==> src/lfpp_pkg.sv <==
package lfpp_pkg;

  // Parser phases, one-hot
  typedef enum logic [5:0] {
    PH_IDLE    = 6'b000001,
    PH_LENGTH  = 6'b000010,
    PH_DATA    = 6'b000100,
    PH_SUM     = 6'b001000,
    PH_TAIL    = 6'b010000,
    PH_DELIVER = 6'b100000
  } lfpp_phase_e;

  // Configuration register indexes (byte address / 4)
  typedef enum logic [1:0] {
    REG_HEADER   = 2'd0,
    REG_TAIL     = 2'd1,
    REG_CHECKSUM = 2'd2,
    REG_DELIVERY = 2'd3
  } lfpp_reg_e;

  localparam logic [7:0] HEADER_RESET = 8'hFF;
  localparam logic [7:0] TAIL_RESET   = 8'hFE;

  typedef struct packed {
    logic [7:0] header_value;
    logic [7:0] tail_value;
    logic       checksum_enable;
    logic       delivery_enable;
  } lfpp_cfg_t;

endpackage

==> src/lfpp_if.sv <==
interface lfpp_rx_if;
  logic       valid;
  logic       ready;
  logic [7:0] rx_byte;

  modport source (output valid, output rx_byte, input ready);
  modport sink   (input valid, input rx_byte, output ready);
endinterface

interface lfpp_res_if;
  logic       valid;
  logic       ready;
  logic [7:0] payload_byte;
  logic [4:0] payload_index;
  logic [5:0] payload_length;
  logic       last;

  modport source (output valid, output payload_byte, output payload_index,
                  output payload_length, output last, input ready);
  modport sink   (input valid, input payload_byte, input payload_index,
                  input payload_length, input last, output ready);
endinterface

==> src/lfpp_cell.sv <==
module lfpp_cell (
  input  logic       clk_i,
  input  logic       shift_en_i,
  input  logic [7:0] data_i,
  output logic [7:0] data_o
);

  logic [7:0] data_q;

  always_ff @(posedge clk_i) begin
    if (shift_en_i) begin
      data_q <= data_i;
    end
  end

  assign data_o = data_q;

endmodule

==> src/lfpp_cfg.sv <==
module lfpp_cfg (
  input  logic                  clk_i,
  input  logic                  rst_ni,
  input  logic                  psel,
  input  logic                  penable,
  input  logic                  pwrite,
  input  logic [3:0]            paddr,
  input  logic [31:0]           pwdata,
  output logic [31:0]           prdata,
  output logic                  pready,
  output lfpp_pkg::lfpp_cfg_t   cfg_o
);

  lfpp_pkg::lfpp_cfg_t cfg_q;
  lfpp_pkg::lfpp_reg_e reg_sel;
  logic                wr_en;

  assign pready  = 1'b1;
  assign reg_sel = lfpp_pkg::lfpp_reg_e'(paddr[3:2]);
  assign wr_en   = psel && penable && pwrite;

  always_ff @(posedge clk_i or negedge rst_ni) begin
    if (!rst_ni) begin
      cfg_q.header_value    <= lfpp_pkg::HEADER_RESET;
      cfg_q.tail_value      <= lfpp_pkg::TAIL_RESET;
      cfg_q.checksum_enable <= 1'b0;
      cfg_q.delivery_enable <= 1'b0;
    end else if (wr_en) begin
      unique case (reg_sel)
        lfpp_pkg::REG_HEADER:   cfg_q.header_value    <= pwdata[7:0];
        lfpp_pkg::REG_TAIL:     cfg_q.tail_value      <= pwdata[7:0];
        lfpp_pkg::REG_CHECKSUM: cfg_q.checksum_enable <= pwdata[0];
        lfpp_pkg::REG_DELIVERY: cfg_q.delivery_enable <= pwdata[0];
        default: ;
      endcase
    end
  end

  always_comb begin
    prdata = '0;
    unique case (reg_sel)
      lfpp_pkg::REG_HEADER:   prdata = {24'd0, cfg_q.header_value};
      lfpp_pkg::REG_TAIL:     prdata = {24'd0, cfg_q.tail_value};
      lfpp_pkg::REG_CHECKSUM: prdata = {31'd0, cfg_q.checksum_enable};
      lfpp_pkg::REG_DELIVERY: prdata = {31'd0, cfg_q.delivery_enable};
      default:                prdata = '0;
    endcase
  end

  assign cfg_o = cfg_q;

endmodule

==> src/length_framed_packet_parser_core.sv <==
// Frame parser for a byte stream: header, length (1..PAYLOAD_DEPTH), payload, optional
// 8-bit sum byte, tail. Payload bytes shift into a chain of PAYLOAD_DEPTH byte cells;
// once a matching tail is taken with delivery enabled, the chain shifts towards its far
// end PAYLOAD_DEPTH times (each shift waits while the output is stalled), the first
// PAYLOAD_DEPTH minus length shifts aligning the frame and the remaining length of them
// handing one payload beat each to the output register. No byte is taken while that
// drain runs.
module length_framed_packet_parser_core #(
  parameter int PAYLOAD_DEPTH = 32
) (
  input  logic               clk_i,
  input  logic               rst_ni,
  lfpp_rx_if.sink            rx_i,
  lfpp_res_if.source         res_o,
  input  logic               psel,
  input  logic               penable,
  input  logic               pwrite,
  input  logic [3:0]         paddr,
  input  logic [31:0]        pwdata,
  output logic [31:0]        prdata,
  output logic               pready
);

  localparam int CW = $clog2(PAYLOAD_DEPTH + 1);

  lfpp_pkg::lfpp_cfg_t   cfg;
  lfpp_pkg::lfpp_phase_e phase_q, phase_d;
  logic [CW-1:0]         exp_len_q, exp_len_d;
  logic [CW-1:0]         rcv_cnt_q, rcv_cnt_d;
  logic [CW-1:0]         skip_q, skip_d;
  logic [CW-1:0]         idx_q, idx_d;
  logic [7:0]            sum_q, sum_d;
  logic [CW-1:0]         rcv_cnt_inc;
  logic [7:0]            rx_b;
  logic                  in_acc, slot_free, dlv_shift, emit, emit_last, shift_en;
  logic [7:0]            cell_out [PAYLOAD_DEPTH];

  logic                  out_valid_q;
  logic [7:0]            out_byte_q;
  logic [4:0]            out_idx_q;
  logic [5:0]            out_len_q;
  logic                  out_last_q;

  lfpp_cfg u_cfg (
    .clk_i   (clk_i),
    .rst_ni  (rst_ni),
    .psel    (psel),
    .penable (penable),
    .pwrite  (pwrite),
    .paddr   (paddr),
    .pwdata  (pwdata),
    .prdata  (prdata),
    .pready  (pready),
    .cfg_o   (cfg)
  );

  assign rx_b        = rx_i.rx_byte;
  assign rx_i.ready  = (phase_q != lfpp_pkg::PH_DELIVER);
  assign in_acc      = rx_i.valid && rx_i.ready;
  assign slot_free   = !out_valid_q || res_o.ready;
  assign dlv_shift   = (phase_q == lfpp_pkg::PH_DELIVER) && slot_free;
  assign emit        = dlv_shift && (skip_q == '0);
  assign emit_last   = emit && (idx_q == CW'(exp_len_q - CW'(1)));
  assign rcv_cnt_inc = CW'(rcv_cnt_q + CW'(1));
  assign shift_en    = (in_acc && (phase_q == lfpp_pkg::PH_DATA)) || dlv_shift;

  // Byte cell chain: payload enters at cell 0 and drains from the far end
  for (genvar i = 0; i < PAYLOAD_DEPTH; i++) begin : g_cell
    if (i == 0) begin : g_head
      lfpp_cell u_cell (
        .clk_i      (clk_i),
        .shift_en_i (shift_en),
        .data_i     (rx_b),
        .data_o     (cell_out[i])
      );
    end else begin : g_body
      lfpp_cell u_cell (
        .clk_i      (clk_i),
        .shift_en_i (shift_en),
        .data_i     (cell_out[i-1]),
        .data_o     (cell_out[i])
      );
    end
  end

  always_comb begin
    phase_d   = phase_q;
    exp_len_d = exp_len_q;
    rcv_cnt_d = rcv_cnt_q;
    skip_d    = skip_q;
    idx_d     = idx_q;
    sum_d     = sum_q;
    unique case (phase_q)
      lfpp_pkg::PH_IDLE: begin
        if (in_acc && (rx_b == cfg.header_value)) begin
          phase_d = lfpp_pkg::PH_LENGTH;
        end
      end
      lfpp_pkg::PH_LENGTH: begin
        if (in_acc) begin
          // Drop empty or oversized frames
          if ((rx_b == 8'd0) || ({1'b0, rx_b} > 9'(PAYLOAD_DEPTH))) begin
            phase_d = lfpp_pkg::PH_IDLE;
          end else begin
            exp_len_d = CW'(rx_b);
            rcv_cnt_d = '0;
            sum_d     = 8'(cfg.header_value + rx_b);
            phase_d   = lfpp_pkg::PH_DATA;
          end
        end
      end
      lfpp_pkg::PH_DATA: begin
        if (in_acc) begin
          rcv_cnt_d = rcv_cnt_inc;
          sum_d     = 8'(sum_q + rx_b);
          if (rcv_cnt_inc >= exp_len_q) begin
            phase_d = cfg.checksum_enable ? lfpp_pkg::PH_SUM : lfpp_pkg::PH_TAIL;
          end
        end
      end
      lfpp_pkg::PH_SUM: begin
        if (in_acc) begin
          phase_d = (rx_b == sum_q) ? lfpp_pkg::PH_TAIL : lfpp_pkg::PH_IDLE;
        end
      end
      lfpp_pkg::PH_TAIL: begin
        if (in_acc) begin
          if ((rx_b == cfg.tail_value) && cfg.delivery_enable) begin
            skip_d  = CW'(CW'(PAYLOAD_DEPTH) - exp_len_q);
            idx_d   = '0;
            phase_d = lfpp_pkg::PH_DELIVER;
          end else begin
            phase_d = lfpp_pkg::PH_IDLE;
          end
        end
      end
      lfpp_pkg::PH_DELIVER: begin
        if (dlv_shift) begin
          // Align the first payload byte to the far cell, then emit a beat per shift
          if (skip_q != '0) begin
            skip_d = CW'(skip_q - CW'(1));
          end else begin
            idx_d = CW'(idx_q + CW'(1));
            if (emit_last) begin
              phase_d = lfpp_pkg::PH_IDLE;
            end
          end
        end
      end
      default: phase_d = lfpp_pkg::PH_IDLE;
    endcase
  end

  always_ff @(posedge clk_i or negedge rst_ni) begin
    if (!rst_ni) begin
      phase_q     <= lfpp_pkg::PH_IDLE;
      exp_len_q   <= '0;
      rcv_cnt_q   <= '0;
      skip_q      <= '0;
      idx_q       <= '0;
      sum_q       <= '0;
      out_valid_q <= 1'b0;
    end else begin
      phase_q   <= phase_d;
      exp_len_q <= exp_len_d;
      rcv_cnt_q <= rcv_cnt_d;
      skip_q    <= skip_d;
      idx_q     <= idx_d;
      sum_q     <= sum_d;
      if (emit) begin
        out_valid_q <= 1'b1;
      end else if (res_o.ready) begin
        out_valid_q <= 1'b0;
      end
    end
  end

  always_ff @(posedge clk_i) begin
    if (emit) begin
      out_byte_q <= cell_out[PAYLOAD_DEPTH-1];
      out_idx_q  <= 5'(idx_q);
      out_len_q  <= 6'(exp_len_q);
      out_last_q <= emit_last;
    end
  end

  assign res_o.valid          = out_valid_q;
  assign res_o.payload_byte   = out_byte_q;
  assign res_o.payload_index  = out_idx_q;
  assign res_o.payload_length = out_len_q;
  assign res_o.last           = out_last_q;

endmodule

==> src/flat_wrapper.sv <==
// flat-port wrapper written by rule: the top's interface ports become plain ports
module length_framed_packet_parser_core_flat 
#(
  parameter int PAYLOAD_DEPTH = 32
)
  (clk_i, rst_ni, psel, penable, pwrite, paddr, pwdata, prdata, pready, rx_i_valid, rx_i_rx_byte, rx_i_ready, res_o_valid, res_o_payload_byte, res_o_payload_index, res_o_payload_length, res_o_last, res_o_ready);
  lfpp_rx_if rx_i_i ();
  lfpp_res_if res_o_i ();
  input  logic clk_i;
  input  logic rst_ni;
  input  logic psel;
  input  logic penable;
  input  logic pwrite;
  input  logic [3:0] paddr;
  input  logic [31:0] pwdata;
  output logic [31:0] prdata;
  output logic pready;
  input wire logic [$bits(rx_i_i.valid)-1:0] rx_i_valid;
  input wire logic [$bits(rx_i_i.rx_byte)-1:0] rx_i_rx_byte;
  output wire logic [$bits(rx_i_i.ready)-1:0] rx_i_ready;
  output wire logic [$bits(res_o_i.valid)-1:0] res_o_valid;
  output wire logic [$bits(res_o_i.payload_byte)-1:0] res_o_payload_byte;
  output wire logic [$bits(res_o_i.payload_index)-1:0] res_o_payload_index;
  output wire logic [$bits(res_o_i.payload_length)-1:0] res_o_payload_length;
  output wire logic [$bits(res_o_i.last)-1:0] res_o_last;
  input wire logic [$bits(res_o_i.ready)-1:0] res_o_ready;
  assign rx_i_i.valid = rx_i_valid;
  assign rx_i_i.rx_byte = rx_i_rx_byte;
  assign rx_i_ready = rx_i_i.ready;
  assign res_o_valid = res_o_i.valid;
  assign res_o_payload_byte = res_o_i.payload_byte;
  assign res_o_payload_index = res_o_i.payload_index;
  assign res_o_payload_length = res_o_i.payload_length;
  assign res_o_last = res_o_i.last;
  assign res_o_i.ready = res_o_ready;
  length_framed_packet_parser_core #(.PAYLOAD_DEPTH(PAYLOAD_DEPTH)) u_core (.clk_i(clk_i), .rst_ni(rst_ni), .rx_i(rx_i_i), .res_o(res_o_i), .psel(psel), .penable(penable), .pwrite(pwrite), .paddr(paddr), .pwdata(pwdata), .prdata(prdata), .pready(pready));
endmodule
==> config.mk <==
export PLATFORM = sky130hd
export DESIGN_NAME = length_framed_packet_parser_core_flat
export DESIGN_NICKNAME = d
export VERILOG_FILES = /design/src/lfpp_pkg.sv /design/src/lfpp_if.sv /design/src/lfpp_cell.sv /design/src/lfpp_cfg.sv /design/src/length_framed_packet_parser_core.sv /design/src/flat_wrapper.sv
export SDC_FILE = /design/constraint.sdc
export NUM_CORES = 1
export LEC_CHECK = 0
export BUFFER_PORTS_ARGS = -buffer_cell sky130_fd_sc_hd__clkbuf_2
export CORE_MARGIN = 2
export CORE_UTILIZATION = 54
export CTS_CLUSTER_DIAMETER = 200
export CTS_CLUSTER_SIZE = 20
export DETAILED_ROUTE_END_ITERATION = 10
export GPL_ROUTABILITY_DRIVEN = 0
export MAX_ROUTING_LAYER = met4
export PLACE_DENSITY = 0.79
export SKIP_CTS_REPAIR_TIMING = 1
export SLEW_MARGIN = 10
export SYNTH_ARGS = -nofsm -noshare
export SYNTH_HDL_FRONTEND = slang
export SYNTH_SLANG_ARGS = --single-unit
export TNS_END_PERCENT = 1
==> constraint.sdc <==
create_clock -name clk_i -period 23.7 [get_ports clk_i]
set_input_delay 4.74 -clock clk_i [delete_from_list [all_inputs] [get_ports clk_i]]
set_output_delay 4.74 -clock clk_i [all_outputs]
set_load 0.05 [all_outputs]
* Yosys cells after proc, flatten, opt, wreduce, memory -nomap -nowiden
Cells that the tools add are included.
** Word-level totals
- Flip-flop bits (word level) :: 333
- Bits of input ports :: 51
** Operators by class
- Add/subtract/negate cells :: 7
- Equal/unequal tests :: 26
- Bitwise operators :: 1
- Muxes and demuxes :: 35
- Reductions and logical operators :: 29
- Order comparisons :: 2
** Operator list (number)
- case mux 32 bit (4 select lines) :: 1
- two-way mux 6 bit :: 21
- case mux 6 bit (2 select lines) :: 3
- case mux 6 bit (6 select lines) :: 1
- == test 8 bit :: 3
- two-way mux 8 bit :: 3
- adder 8 bit :: 2
- inequality test 2 x 1 -> 1 bit (second input constant) :: 8
- case mux 8 bit (2 select lines) :: 1
- adder 6 x 1 -> 6 bit (second input constant) :: 2
- subtractor 6 x 1 -> 6 bit (second input constant) :: 2
- two-way mux 5 bit :: 2
- AND reduction 5 bit :: 2
- logical AND 1 bit :: 9
- AND reduction 9 bit :: 1
- greater-than comparator 8 x 6 -> 1 bit (second input constant) :: 1
- zero test 8 bit :: 1
- inequality test 2 bit (second input constant) :: 4
- AND reduction 2 bit :: 4
- == test 6 x 1 -> 1 bit (second input constant) :: 1
- == test 6 x 2 -> 1 bit (second input constant) :: 1
- == test 6 x 3 -> 1 bit (second input constant) :: 1
- == test 6 x 4 -> 1 bit (second input constant) :: 1
- == test 6 x 5 -> 1 bit (second input constant) :: 1
- 18 further kinds :: 24

* Longest topological paths before layout
- Depth after elaboration :: 9
- Gate-level depth with buffers :: 13

* Modules after synthesis
A second synthesis with hierarchy kept.
** Second synthesis, totals
- Cells, all modules :: 703
- Area total of the unflattened synthesis :: 12370.6 um^2
** By module, submodules not included
- lfpp_cell :: cells each 8, area an instance 240.2 um^2, times used 32
- length_framed_packet_parser_core :: cells each 359, area an instance 3560.9 um^2, times used 1
- lfpp_cfg :: cells each 88, area an instance 1122.3 um^2, times used 1

* Worst setup path after synthesis
OpenSTA, ideal clock, no wires.
- Path kind :: input port to flip-flop
- From :: in res_o_ready
- To :: reg u_core.g_cell[0].g_head.u_cell.data_q[0], enable pin
- Setup time :: 1.227 ns
- Slack :: -0.162 ns
- Stages :: 2
- Path buffers :: 0
- Data arrival time :: 22.635 ns
- Cell sequence :: nor2b_1 > o21ai_0
** Between the ends
- Cells in the longest elaborated chain, start to end :: 3
** Ends and longest elaborated chain
- start: declaration :: line flat_wrapper.sv:26 : input wire logic [$bits(res_o_i.ready)-1:0] res_o_ready;
- logical OR 1 bit :: line length_framed_packet_parser_core.sv:60 : assign slot_free = !out_valid_q || res_o.ready;
- logical AND 1 bit :: line length_framed_packet_parser_core.sv:61 : assign dlv_shift = (phase_q == lfpp_pkg::PH_DELIVER) && slot_free;
- logical OR 1 bit :: line length_framed_packet_parser_core.sv:65 : assign shift_en = (in_acc && (phase_q == lfpp_pkg::PH_DATA)) || dlv_shift;
- net u_core.g_cell[0].g_head.u_cell.shift_en_i :: line lfpp_cell.sv:3 : input logic shift_en_i,
- end signal: assignment :: line lfpp_cell.sv:12 : data_q <= data_i;
- end: declaration :: line lfpp_cell.sv:8 : logic [7:0] data_q;
The timed path passes the listed nets, and every way through them passes these cells.
A chain may end at the register's enable or synchronous reset.

* Final worst setup path
- From :: in paddr[2]
- To :: out prdata[0]
** Between the ends
- Cells in the longest elaborated chain, start to end :: 2
- Elaborated cells between the ends (all ways) :: 5
** Ends and longest elaborated chain
- start: declaration :: line flat_wrapper.sv:14 : input logic [3:0] paddr;
- == test 2 bit (tied with other cells) :: line lfpp_cfg.sv:41 : unique case (reg_sel)
- case mux 32 bit (4 select lines) * :: line lfpp_cfg.sv:41
- end: declaration :: line flat_wrapper.sv:16 : output logic [31:0] prdata;
Mark *: on every way between the ends. The rest lies on a longest branch, timed or not. The select of a mux whose other input is x is not followed.

==> results.sh <==
export IMPL_status="completed"
export IMPL_cts_sinks=333
export IMPL_antenna_found_initial=1
export IMPL_drtPass1Iterations=5
export IMPL_cpPeakStageDelay_ps=560
export IMPL_fin_util_pct=59.5
export IMPL_drv_slew=0
export IMPL_ys_seq_elements=333
export IMPL_crit_chain="clkbuf_2 -> mux4_2 -> clkbuf_2"
export IMPL_synth_cells=694
export IMPL_synth_edf_count=276
export IMPL_critPathSlowestCell="mux4_2"
export IMPL_drive_gt1_share_pct=16.5
export IMPL_routedWlPerCell_um=16.5
export IMPL_yosysMostFrequentCell="edfxtp_1"
export IMPL_place_area_mm2=0.0127
export IMPL_clk_path_buf_depth=3
export IMPL_yosys_area_top_type_share_pct=67.9
export IMPL_multi_input_area_mm2=0.00228
export IMPL_synthFlopType="edfxtp_1"
export IMPL_nets=827
export IMPL_crit_family="multiplexers"
export IMPL_grt_start_max_net_pins=238
export IMPL_synth_warnings=0
export IMPL_die_area_mm2=0.0238
export IMPL_drc=0
export IMPL_area_growth_synth_to_final_pct=9.24
export IMPL_clock_root_buffer="clkbuf_16"
export IMPL_synth_distinct_cells=56
export IMPL_power_density_mw_per_mm2=86.7
export IMPL_grtUsageTotal_pct=14.9
export IMPL_grt_pass1_wl_um=27500
export IMPL_p_leak_uw=0.00477
export IMPL_ys_seq_area_share_pct=79.7
export IMPL_dp_final_hpwl_um=10500
export IMPL_setup_ws_ps=13130
export IMPL_slew_limit_headroom_pct=18.9
export IMPL_finalSetupViolations=0
export IMPL_clk_latency_ps=510
export IMPL_arrival_ps=5830
export IMPL_numCtsBuffers=20
export IMPL_irDropWorstVdd_uv=56.6
export IMPL_endpoint_kind="output pin"
export IMPL_drt_wl_total_um=17400
export IMPL_port_buffers=54
export IMPL_avgViaCountPerCell=5.29
export IMPL_fin_area_mm2=0.0133
export IMPL_hp_class="flop to flop"
export IMPL_rows=55
export IMPL_start_util_pct=54.4
export IMPL_coreArea_mm2=0.0224
export IMPL_critPathLaunchType="input port"
export IMPL_vias=5596
export IMPL_synth_top_cell_by_area="edfxtp_1"
export IMPL_finalCritPeriodShare_pct=44.6
export IMPL_synth_area_leaders="edfxtp_1 (68%), dfrtp_1 (8.4%), dfstp_2 (3.4%)"
export IMPL_tritoncts="done"
export IMPL_avgSynthCellArea_um2=17.6
export IMPL_async_reset_ff_share_pct=17.1
export IMPL_rsz0062_at_grt="false"
export IMPL_fillCellCount=1619
export IMPL_drtIter0Drc=471
export IMPL_critPathKind="input port to output pin"
export IMPL_grt_pass1_vias=5294
export IMPL_io_pins=106
export IMPL_hold_viol_final=0
export IMPL_drv_cap=0
export IMPL_seqCellArea_mm2=0.00973
export IMPL_setup_tns_ps=0
export IMPL_fmax_mhz=94.6
export IMPL_fp_dieH_um=154
export IMPL_route_antenna_remaining_nets=0
export IMPL_crit_fanout=11
export IMPL_path_buf_inv=2
export IMPL_synth_area_mm2=0.0122
export IMPL_synthTopCellsByCount="edfxtp_1 (276), nand2_1 (43), dfrtp_1 (41)"
export IMPL_dp_slack_ps=13140
export IMPL_clk_pin_slew_worst_paths_ps=70
export IMPL_clock_skew_ps=23.5
export IMPL_path_common_cell="clkbuf_2"
export IMPL_dieWidth_um=154
export IMPL_fin_crit_ps=10570
export IMPL_stdcell_count=1057
export IMPL_place_inst=1019
export IMPL_tightest_slew_ps=1210
export IMPL_grt_overflow_total=0
export IMPL_crit_required_ps=18960
export IMPL_htreeDepth=1
[registers in the layout, summed over array words and instances, names as in the netlist, 5 cells and up]
| name | flops |
|---|---|
| u_core.g_cell.g_body.u_cell.data_o | 248 |
| u_core.u_cfg.cfg_o | 18 |
| u_core.g_cell.g_head.u_cell.data_o | 8 |
| u_core.res_o.payload_byte | 8 |
| u_core.sum_q | 8 |
| u_core.exp_len_q | 6 |
| u_core.idx_q | 6 |
| u_core.phase_q | 6 |
| u_core.rcv_cnt_q | 6 |
| u_core.res_o.payload_length | 6 |
| u_core.skip_q | 6 |
| u_core.res_o.payload_index | 5 |
[per-stage QoR]
step                hold WS, ps  power [uW]
global placement            402         826
floorplan                   400         802
global route                423        1210
detailed placement          405         832
finish                      416        1160
CTS                         417        1170
[worst reg2reg max path, cell delays in order (launching register included)]
cell	delay [ps]
dfrtp_1	420
nor4_1	530
nand3_1	530
nand2_1	220
nand2_1	110
ha_1	280
a21o_1	170
a211oi_1	340
o21ai_0	210
and3_1	220
a2111oi_0	390
a221oi_1	90
[cell families after synthesis]
kind of cell	synth area share (%)
fa+ha+maj	2.01
mux	2.95
simple gates	5.47
flops	79.7
buf+inv	2.48
other cells	0.0615
compound gates	3.61
xor+xnor	3.72
[layer usage]
| metal | GRT usage (%) | vias to the layer above | wire [um] |
|---|---|---|---|
| met5 | - | - | 0 |
| met4 | 3.31 | 0 | 325 |
| met3 | 3.00 | 34 | 905 |
| met2 | 22.0 | 150 | 7860 |
| met1 | 21.8 | 2740 | 8340 |
| li1 | - | 2672 | - |
[final timing paths]
check | cells past startpoint | slack (ps) | to | startpoint
setup / recovery | 3 | 13130 | prdata[0] | paddr[2]
hold reg to reg | 0 | 420 | u_core.g_cell[5].g_body.u_cell.data_o[4] | u_core.g_cell[4].g_body.u_cell.data_o[4]
min in group asynchronous | 2 | 4380 | u_core.sum_q[0] | rst_ni
max in group asynchronous | 2 | 18810 | u_core.skip_q[4] | rst_ni
setup reg to reg | 11 | 20070 | u_core.sum_q[7] | u_core.phase_q[5]
hold / removal | 0 | 420 | u_core.g_cell[5].g_body.u_cell.data_o[4] | u_core.g_cell[4].g_body.u_cell.data_o[4]
[where the power goes]
group | internal [uW] | switching (uW)
registers | 659 | 26.6
logic | 58.1 | 75.6
clock network | 167 | 171
[layout by cell type (no fill, tap or decap), types with 3 or more instances in the layout]
master and n:
a21o_1 4, a21oi_1 17, a22o_1 5, and3_1 6, clkbuf_1 14, clkbuf_16 21
clkbuf_2 54, conb_1 25, dfrtp_1 41, dfstp_2 16, edfxtp_1 276, ha_1 18
inv_1 14, mux2_2 22, mux2i_1 9, nand2_1 43, nand2b_1 6, nand3_1 7
nand3b_1 3, nand4_1 5, nor2_1 29, nor3_1 11, nor4_1 6, o21ai_0 26
o22ai_1 5, or3_1 5, xnor2_1 19, xor2_1 25
[final cells by class]
cell class	count	share of cell area, %
diodes	1	0.0188
clock buffers	35	4.33
clock inverters	1	0.0656
inverters	15	0.422
multi-input cells	330	17.1
flip-flops and latches	333	73.0
well taps	285	2.67
repair buffers	57	2.44
(Power assumes the default switching activity.)
